[src/hdl/assert_macros.svh]
// ----------------------------------------------------------------------------
// assert_macros.svh
// Assertion shorthands used by the top design file.
// ----------------------------------------------------------------------------
`ifndef ASSERT_MACROS_SVH
`define ASSERT_MACROS_SVH

// Same-cycle implication, sampled on clk, disabled while rst_n is low.
`define ASSERT_SAME(label, ante, cons, msg) \
    label: assert property (@(posedge clk) disable iff (!rst_n) (ante) |-> (cons)) \
        else $error(msg);

// Next-cycle implication, sampled on clk, disabled while rst_n is low.
`define ASSERT_NEXT(label, ante, cons, msg) \
    label: assert property (@(posedge clk) disable iff (!rst_n) (ante) |=> (cons)) \
        else $error(msg);

`endif

[src/hdl/spq_pkg.sv]
// ----------------------------------------------------------------------------
// spq_pkg
// Types and codes shared by the priority queue controller and datapath.
// ----------------------------------------------------------------------------
package spq_pkg;

    // Operation carried by a request beat.
    typedef enum logic {
        OP_ENQ = 1'b0,
        OP_DEQ = 1'b1
    } op_t;

    // Result status codes.
    typedef enum logic [1:0] {
        ST_DONE  = 2'd0,
        ST_EMPTY = 2'd1,
        ST_FULL  = 2'd2
    } status_t;

    // Controller states: no result pending, or a result held for the sink.
    typedef enum logic {
        S_IDLE = 1'b0,
        S_HOLD = 1'b1
    } state_t;

    // Command from the controller to the datapath.
    typedef struct packed {
        logic    exec;
        op_t     op;
        status_t code;
    } dp_cmd_t;

    // Status from the datapath to the controller.
    typedef struct packed {
        logic full;
        logic empty;
    } dp_stat_t;

endpackage

[src/hdl/spq_if.sv]
// ----------------------------------------------------------------------------
// spq_if
// Valid/ready channels for the priority queue: requests in, results out.
// ----------------------------------------------------------------------------
interface spq_req_if #(
    parameter int ID_BITS       = 16,
    parameter int PRIORITY_BITS = 8
);
    logic                     valid;
    logic                     ready;
    logic                     operation;
    logic [ID_BITS-1:0]       entry_id;
    logic [PRIORITY_BITS-1:0] priority_req;

    modport source (output valid, output operation, output entry_id,
                    output priority_req, input ready);
    modport sink   (input valid, input operation, input entry_id,
                    input priority_req, output ready);
endinterface

interface spq_rsp_if #(
    parameter int ID_BITS       = 16,
    parameter int PRIORITY_BITS = 8,
    parameter int CNT_BITS      = 5
);
    logic                     valid;
    logic                     ready;
    logic [1:0]               status;
    logic [ID_BITS-1:0]       served_id;
    logic [PRIORITY_BITS-1:0] served_priority;
    logic [CNT_BITS-1:0]      occupancy;

    modport source (output valid, output status, output served_id,
                    output served_priority, output occupancy, input ready);
    modport sink   (input valid, input status, input served_id,
                    input served_priority, input occupancy, output ready);
endinterface

[src/hdl/stable_priority_queue.sv]
// ----------------------------------------------------------------------------
// stable_priority_queue
// Bounded priority queue of (id, priority) entries, highest priority first,
// equal priorities served in arrival order.
// A request beat on req carries an operation (enqueue or dequeue), an id and
// a priority. Each request produces exactly one result beat on rsp with a
// status, the served id and priority (zero unless a dequeue succeeded) and
// the occupancy after the operation.
// The result is valid in the cycle after acceptance.
// Throughput is one request per cycle while the sink keeps up; every slot
// compares against the new priority in parallel and all slots shift together.
// While a result waits, a new request is accepted only in a cycle in which
// the sink takes the pending result, so a stalled sink stalls req.
// Reset empties the queue at once; slot contents are left as they are.
// A full queue refuses an enqueue; an empty queue refuses a dequeue.
// ----------------------------------------------------------------------------
`include "assert_macros.svh"

module stable_priority_queue #(
    parameter int DEPTH         = 16,
    parameter int ID_BITS       = 16,
    parameter int PRIORITY_BITS = 8
) (
    input  logic      clk,
    input  logic      rst_n,
    spq_req_if.sink   req,
    spq_rsp_if.source rsp
);

    localparam int CNT_W = $clog2(DEPTH + 1);

    spq_pkg::dp_cmd_t  cmd;
    spq_pkg::dp_stat_t stat;

    // Handshake and decision logic.
    spq_ctrl u_ctrl (
        .clk           (clk),
        .rst_n         (rst_n),
        .req_valid     (req.valid),
        .req_operation (req.operation),
        .req_ready     (req.ready),
        .rsp_valid     (rsp.valid),
        .rsp_ready     (rsp.ready),
        .stat          (stat),
        .cmd           (cmd)
    );

    // Slot array and result registers.
    spq_datapath #(
        .DEPTH         (DEPTH),
        .ID_BITS       (ID_BITS),
        .PRIORITY_BITS (PRIORITY_BITS),
        .CNT_W         (CNT_W)
    ) u_datapath (
        .clk             (clk),
        .rst_n           (rst_n),
        .cmd             (cmd),
        .entry_id        (req.entry_id),
        .priority_req    (req.priority_req),
        .stat            (stat),
        .status          (rsp.status),
        .served_id       (rsp.served_id),
        .served_priority (rsp.served_priority),
        .occupancy       (rsp.occupancy)
    );

    // Every accepted beat yields a result beat in the next cycle.
    `ASSERT_NEXT(a_accept_gives_result, req.valid && req.ready, rsp.valid, "accepted beat gave no result")

    // Occupancy never exceeds the number of slots.
    `ASSERT_SAME(a_occ_bound, rsp.valid, rsp.occupancy <= CNT_W'(DEPTH), "occupancy above depth")

    // A refused enqueue only happens on a full queue.
    `ASSERT_SAME(a_full_refusal, rsp.valid && rsp.status == spq_pkg::ST_FULL, rsp.occupancy == CNT_W'(DEPTH), "full refusal with free slots")

    // An empty dequeue returns zero fields and an empty queue.
    `ASSERT_SAME(a_empty_result, rsp.valid && rsp.status == spq_pkg::ST_EMPTY, rsp.occupancy == '0 && rsp.served_id == '0 && rsp.served_priority == '0, "bad empty result")

endmodule

[src/hdl/spq_ctrl.sv]
// ----------------------------------------------------------------------------
// spq_ctrl
// Handshake controller: accepts request beats, decides the result code and
// holds the result beat until the sink takes it.
// ----------------------------------------------------------------------------
module spq_ctrl (
    input  logic              clk,
    input  logic              rst_n,
    input  logic              req_valid,
    input  logic              req_operation,
    output logic              req_ready,
    output logic              rsp_valid,
    input  logic              rsp_ready,
    input  spq_pkg::dp_stat_t stat,
    output spq_pkg::dp_cmd_t  cmd
);

    spq_pkg::state_t state_reg;
    spq_pkg::state_t state_next;
    logic            accept;

    // State register.
    always_ff @(posedge clk or negedge rst_n)
    begin
        if (!rst_n)
        begin
            state_reg <= spq_pkg::S_IDLE;
        end
        else
        begin
            state_reg <= state_next;
        end
    end

    // Next state, handshake and command decode.
    always_comb
    begin
        req_ready  = (state_reg == spq_pkg::S_IDLE) || rsp_ready;
        rsp_valid  = (state_reg == spq_pkg::S_HOLD);
        accept     = req_valid && req_ready;
        state_next = state_reg;
        cmd.exec   = accept;
        cmd.op     = spq_pkg::op_t'(req_operation);
        cmd.code   = spq_pkg::ST_DONE;

        // A dequeue on an empty queue or an enqueue on a full one is refused.
        if (cmd.op == spq_pkg::OP_DEQ && stat.empty)
        begin
            cmd.code = spq_pkg::ST_EMPTY;
        end
        else if (cmd.op == spq_pkg::OP_ENQ && stat.full)
        begin
            cmd.code = spq_pkg::ST_FULL;
        end

        unique case (state_reg)
            spq_pkg::S_IDLE:
            begin
                if (accept)
                begin
                    state_next = spq_pkg::S_HOLD;
                end
            end
            spq_pkg::S_HOLD:
            begin
                if (!accept && rsp_ready)
                begin
                    state_next = spq_pkg::S_IDLE;
                end
            end
            default:
            begin
                state_next = spq_pkg::S_IDLE;
            end
        endcase
    end

endmodule

[src/hdl/spq_datapath.sv]
// ----------------------------------------------------------------------------
// spq_datapath
// Sorted slot array with a comparator per slot, entry counter and result
// registers. Slot 0 holds the head; all slots shift together.
// ----------------------------------------------------------------------------
module spq_datapath #(
    parameter int DEPTH         = 16,
    parameter int ID_BITS       = 16,
    parameter int PRIORITY_BITS = 8,
    parameter int CNT_W         = 5
) (
    input  logic                     clk,
    input  logic                     rst_n,
    input  spq_pkg::dp_cmd_t         cmd,
    input  logic [ID_BITS-1:0]       entry_id,
    input  logic [PRIORITY_BITS-1:0] priority_req,
    output spq_pkg::dp_stat_t        stat,
    output logic [1:0]               status,
    output logic [ID_BITS-1:0]       served_id,
    output logic [PRIORITY_BITS-1:0] served_priority,
    output logic [CNT_W-1:0]         occupancy
);

    logic [PRIORITY_BITS-1:0] slot_pri_reg [DEPTH];
    logic [ID_BITS-1:0]       slot_id_reg  [DEPTH];
    logic [CNT_W-1:0]         count_reg;
    logic [CNT_W-1:0]         count_next;
    spq_pkg::status_t         status_reg;
    logic [ID_BITS-1:0]       served_id_reg;
    logic [PRIORITY_BITS-1:0] served_pri_reg;
    logic [DEPTH-1:0]         keep;
    logic                     do_enq;
    logic                     do_deq;

    assign do_enq = cmd.exec && (cmd.code == spq_pkg::ST_DONE) && (cmd.op == spq_pkg::OP_ENQ);
    assign do_deq = cmd.exec && (cmd.code == spq_pkg::ST_DONE) && (cmd.op == spq_pkg::OP_DEQ);

    assign stat.full  = (count_reg == CNT_W'(DEPTH));
    assign stat.empty = (count_reg == '0);

    // A slot stays put on enqueue when it is occupied and ranks at or above
    // the new entry; since the array is sorted this marks a prefix.
    always_comb
    begin
        for (int i = 0; i < DEPTH; i++)
        begin
            keep[i] = (CNT_W'(i) < count_reg) && (slot_pri_reg[i] >= priority_req);
        end
    end

    // Slot array: shift toward the head on dequeue, open a gap on enqueue.
    for (genvar g = 0; g < DEPTH; g++)
    begin : g_slot
        always_ff @(posedge clk)
        begin
            if (do_deq)
            begin
                if (g < DEPTH - 1)
                begin
                    slot_pri_reg[g] <= slot_pri_reg[(g + 1) % DEPTH];
                    slot_id_reg[g]  <= slot_id_reg[(g + 1) % DEPTH];
                end
            end
            else if (do_enq && !keep[g])
            begin
                if (g == 0 || keep[(g + DEPTH - 1) % DEPTH])
                begin
                    slot_pri_reg[g] <= priority_req;
                    slot_id_reg[g]  <= entry_id;
                end
                else
                begin
                    slot_pri_reg[g] <= slot_pri_reg[(g + DEPTH - 1) % DEPTH];
                    slot_id_reg[g]  <= slot_id_reg[(g + DEPTH - 1) % DEPTH];
                end
            end
        end
    end

    // Entry counter.
    always_comb
    begin
        count_next = count_reg;
        if (do_enq)
        begin
            count_next = count_reg + CNT_W'(1);
        end
        else if (do_deq)
        begin
            count_next = count_reg - CNT_W'(1);
        end
    end

    always_ff @(posedge clk or negedge rst_n)
    begin
        if (!rst_n)
        begin
            count_reg <= '0;
        end
        else
        begin
            count_reg <= count_next;
        end
    end

    // Result registers, loaded with every accepted beat.
    always_ff @(posedge clk)
    begin
        if (cmd.exec)
        begin
            status_reg <= cmd.code;
            if (do_deq)
            begin
                served_id_reg  <= slot_id_reg[0];
                served_pri_reg <= slot_pri_reg[0];
            end
            else
            begin
                served_id_reg  <= '0;
                served_pri_reg <= '0;
            end
        end
    end

    assign status          = status_reg;
    assign served_id       = served_id_reg;
    assign served_priority = served_pri_reg;
    assign occupancy       = count_reg;

endmodule

[src/flat_wrapper.sv]
// flat-port wrapper written by rule: the top's interface ports become plain ports
module stable_priority_queue_flat 
#(
    parameter int DEPTH         = 16,
    parameter int ID_BITS       = 16,
    parameter int PRIORITY_BITS = 8
)
  (clk, rst_n, req_valid, req_operation, req_entry_id, req_priority_req, req_ready, rsp_valid, rsp_status, rsp_served_id, rsp_served_priority, rsp_occupancy, rsp_ready);
  spq_req_if #(.ID_BITS(ID_BITS), .PRIORITY_BITS(PRIORITY_BITS)) req_i ();
  spq_rsp_if #(.ID_BITS(ID_BITS), .PRIORITY_BITS(PRIORITY_BITS), .CNT_BITS((5))) rsp_i ();
  input  logic clk;
  input  logic rst_n;
  input wire logic [$bits(req_i.valid)-1:0] req_valid;
  input wire logic [$bits(req_i.operation)-1:0] req_operation;
  input wire logic [$bits(req_i.entry_id)-1:0] req_entry_id;
  input wire logic [$bits(req_i.priority_req)-1:0] req_priority_req;
  output wire logic [$bits(req_i.ready)-1:0] req_ready;
  output wire logic [$bits(rsp_i.valid)-1:0] rsp_valid;
  output wire logic [$bits(rsp_i.status)-1:0] rsp_status;
  output wire logic [$bits(rsp_i.served_id)-1:0] rsp_served_id;
  output wire logic [$bits(rsp_i.served_priority)-1:0] rsp_served_priority;
  output wire logic [$bits(rsp_i.occupancy)-1:0] rsp_occupancy;
  input wire logic [$bits(rsp_i.ready)-1:0] rsp_ready;
  assign req_i.valid = req_valid;
  assign req_i.operation = req_operation;
  assign req_i.entry_id = req_entry_id;
  assign req_i.priority_req = req_priority_req;
  assign req_ready = req_i.ready;
  assign rsp_valid = rsp_i.valid;
  assign rsp_status = rsp_i.status;
  assign rsp_served_id = rsp_i.served_id;
  assign rsp_served_priority = rsp_i.served_priority;
  assign rsp_occupancy = rsp_i.occupancy;
  assign rsp_i.ready = rsp_ready;
  stable_priority_queue #(.DEPTH(DEPTH), .ID_BITS(ID_BITS), .PRIORITY_BITS(PRIORITY_BITS)) u_core (.clk(clk), .rst_n(rst_n), .req(req_i), .rsp(rsp_i));
endmodule
[config.mk]
export PLATFORM = sky130hd
export DESIGN_NAME = stable_priority_queue_flat
export DESIGN_NICKNAME = d
export VERILOG_FILES = /design/src/hdl/spq_pkg.sv /design/src/hdl/spq_if.sv /design/src/hdl/stable_priority_queue.sv /design/src/hdl/spq_ctrl.sv /design/src/hdl/spq_datapath.sv /design/src/flat_wrapper.sv
export VERILOG_INCLUDE_DIRS = /design/src /design/src/hdl
export SDC_FILE = /design/constraint.sdc
export NUM_CORES = 1
export LEC_CHECK = 0
export ABC_CLOCK_PERIOD_IN_PS = 5000
export BUFFER_PORTS_ARGS = -buffer_cell sky130_fd_sc_hd__buf_2
export CAP_MARGIN = 20
export CORE_ASPECT_RATIO = 1.1
export CORE_UTILIZATION = 55
export DETAILED_ROUTE_END_ITERATION = 10
export PLACE_DENSITY = 0.78
export RECOVER_POWER = 25
export SLEW_MARGIN = 20
export SYNTH_ARGS = -nofsm -noshare
export SYNTH_HDL_FRONTEND = slang
export SYNTH_SLANG_ARGS = --single-unit
export TNS_END_PERCENT = 1
[constraint.sdc]
create_clock -name clk -period 5 [get_ports clk]
set_clock_uncertainty 0.1 [all_clocks]
set_input_delay 0.25 -clock clk [delete_from_list [all_inputs] [get_ports clk]]
set_output_delay 0.25 -clock clk [all_outputs]
set_load 0.03 [all_outputs]
==> impl_metrics.env <==
export IMPL_cts_root_buffer="clkbuf_16"
export IMPL_grt_pass1_wl_um=86000
export IMPL_syn_nets=2224
export IMPL_post_route_period_util=0.825
export IMPL_avgViaCountPerCell=5.98
export IMPL_yosysTopAreaCell="edfxtp_1"
export IMPL_status="complete, but fails checks"
export IMPL_ant_nets=0
export IMPL_die_w_um=199
export IMPL_crit_fanout=24
export IMPL_slowest_delay_ns=1.05
export IMPL_final_area_um2=25600
export IMPL_path_common_cell="nand2_1"
export IMPL_postCtsSetupRepairBufs=0
export IMPL_synth_edf_count=410
export IMPL_io_buffers=61
export IMPL_hold_violations=0
export IMPL_wl_um=53200
export IMPL_worstSkewPairLatency_ns=0.57
export IMPL_vias=16000
export IMPL_netlist_instances=2063
export IMPL_slew_headroom=-0.222
export IMPL_swShare=0.325
export IMPL_seq_area_frac_synth=0.532
export IMPL_arrival_ns=4.08
export IMPL_regArea_um2=12500
export IMPL_clock_path_buffers=3
export IMPL_num_rows=78
export IMPL_initial_core_util=0.563
export IMPL_synth_distinct_cells=58
export IMPL_numCtsBuffers=44
export IMPL_drc=0
export IMPL_final_nets=2242
export IMPL_endpoint_kind="flop"
export IMPL_yosys_most_used_dff="edfxtp_1"
export IMPL_async_reset_ff_frac=0.0144
export IMPL_clock_fmax_ghz=0.243
export IMPL_critical_path_required_ns=4.95
export IMPL_synth_top_area_share=0.526
export IMPL_min_path_type="primary input to flop"
export IMPL_top_usage_layer="met2"
export IMPL_chipHeight_um=218
export IMPL_ioPinCount=62
export IMPL_switching_power_mw=3.74
export IMPL_grt_setup_unrepaired="no"
export IMPL_first_global_vias=15900
export IMPL_largest_register_ffs=256
export IMPL_grt_max_degree=50
export IMPL_power_internal_mw=7.76
export IMPL_violations="capacitance limit, slew limit"
export IMPL_tns_ns=0
export IMPL_drive_gt1_frac=0.0869
export IMPL_p_per_area_nw_per_um2=449
export IMPL_p_leak_nw=10.3
export IMPL_drtIter0Drc=1421
export IMPL_clk_pin_slew_ns=0.06
export IMPL_die_area_um2=43400
export IMPL_setup_viol=0
export IMPL_cts_tree="yes"
export IMPL_final_util=0.616
export IMPL_cp_slowest_cell="nor3_1"
export IMPL_antenna_found_initial=1
export IMPL_maxCapViolations=3
export IMPL_finalCriticalPeriod_ns=4.12
export IMPL_hpwlAfterDp_um=38000
export IMPL_avgSynthCellArea_um2=11.3
export IMPL_gp_congestion=0.896
export IMPL_wire_per_inst_um=19.9
export IMPL_timing_reg2reg_setup_slack_ns=0.88
export IMPL_synth_seq_cells=416
export IMPL_grt_overflow=0
export IMPL_core_um2=41600
export IMPL_seqPwrFrac=0.436
export IMPL_setup_worst_path_class="flop to flop"
export IMPL_placed_cell_area_um2=24200
export IMPL_htree_levels=2
export IMPL_p_comb_frac=0.280
export IMPL_synth_area_leaders="edfxtp_1 53%, mux2i_1 13%, ha_1 7.1%"
export IMPL_multi_input_area_um2=10200
export IMPL_slew_viol_final=116
export IMPL_path_cells="nor3_1 -> nand2_1 -> nand3_1 -> nand2_1"
export IMPL_p_total_mw=11.5
export IMPL_cp_start_kind="flop"
export IMPL_use_met2=0.432
export IMPL_grtUsageMet3=0.0318
export IMPL_grt_util_met1=0.330
export IMPL_synth_area_um2=23400
export IMPL_dr_pass1_iters=5
export IMPL_nFillCells=3369
export IMPL_area_growth_synth_to_final_pct=9.40
export IMPL_yosys_warnings=0
export IMPL_cts_sinks=416
export IMPL_max_slew_worst_pin_slew_ns=1.81
export IMPL_cts_resized=0
export IMPL_pwr_share_clk=0.284
export IMPL_cts_hold_buf=5
export IMPL_grt_usage=0.251
export IMPL_irDropWorstVdd_uv=218
[power groups by stage]
stage | clock, mW | sequential, mW | combinational [mW]
floorplan | 0 | 4.96 | 2.44
global placement | 0 | 5.04 | 3.11
detailed placement | 0 | 5.06 | 3.23
CTS | 3.32 | 5.00 | 3.24
global route | 3.44 | 5.07 | 3.56
finish | 3.26 | 5.02 | 3.22
[path summary, 6_finish.rpt]
kind | cells past startpoint | startpoint | end
setup / recovery | 4 | u_core.u_datapath.occupancy[4]$_DFFE_PN0P_ | u_core.u_datapath.slot_id_reg[1][29]$_DFFE_PP_
hold / removal | 2 | req_priority_req[3] | u_core.u_datapath.slot_pri_reg[3][27]$_DFFE_PP_
setup reg to reg | 4 | u_core.u_datapath.occupancy[4]$_DFFE_PN0P_ | u_core.u_datapath.slot_id_reg[1][29]$_DFFE_PP_
hold reg to reg | 2 | u_core.u_datapath.slot_id_reg[1][112]$_DFFE_PP_ | u_core.u_datapath.slot_id_reg[1][96]$_DFFE_PP_
max in group asynchronous | 3 | rst_n | u_core.u_datapath.occupancy[1]$_DFFE_PN0P_
min in group asynchronous | 3 | rst_n | u_core.u_datapath.occupancy[2]$_DFFE_PN0P_
[worst max-delay path, delay by kind of cell (launching register included)]
kind	cells	cell delay (ns)
simple gates	4	2.96
flops	1	0.53
[logic make-up after synthesis]
family / count (synthesis) / share of synthesized area
AOI/OAI and AO/OA: 486 / 0.116
xor gates and xnor gates: 5 / 0.00187
adders and majority gates: 132 / 0.0706
buffers and inverters: 173 / 0.0328
DFF: 416 / 0.532
muxes: 351 / 0.154
and+or+nand+nor: 500 / 0.0924
[Yosys cell counts (2+ instances only)]
library cell and count:
edfxtp_1 410, mux2i_1 310, nand2_1 296, o21ai_0 289, ha_1 132, a21oi_1 124
nor2_1 96, clkbuf_1 76, buf_2 56, inv_1 30, and2_1 28, and3_1 26
a221o_1 24, mux2_1 20, mux2_4 12, nor3_1 12, a211oi_1 10, nand2b_1 10
nor2b_1 10, mux2_2 9, buf_4 7, dfrtp_1 6, nand3_1 6, o21a_1 6
a21o_1 5, a31oi_1 5, o21ai_1 5, buf_6 3, xnor2_1 3, nand2b_4 2
nor2_2 2, nor3_2 2, nor4_1 2, o21ai_2 2, o31a_1 2, or3_1 2
xor2_1 2
[per-stage QoR]
step,hold WS (ns),std cells,setup slack (ns)
after floorplan,-0.146,2063,0.581
after global placement,-0.0220,2590,1.30
after detailed placement,-0.0112,2590,1.26
after CTS,0.111,2677,1.32
after global routing,0.166,2678,0.605
final,0.148,2678,0.877
[per-layer routing]
metal	vias up	wire, um
met5	-	0
met3	87	3130
met2	530	26100
met4	0	1220
li1	7662	-
met1	7740	22700
[cell usage in the layout, fill, tap and decap left out, types with 42 or more instances in the layout]
cell type	n
clkbuf_16	45
buf_4	44
edfxtp_1	410
nor2_1	90
ha_1	132
mux2i_1	310
nand2_1	295
a21oi_1	123
o21ai_0	285
clkbuf_1	42
[area by class of cell]
class                      count  share of cell area
sequential                   416               0.487
multi-input combinational   1474               0.399
clock buffer                  50              0.0447
tap                          560              0.0274
timing repair buffer         115              0.0265
clock inverter                32              0.0109
inverter                      30             0.00440
antenna                        1           0.0000977
(Power assumes the default switching activity.)
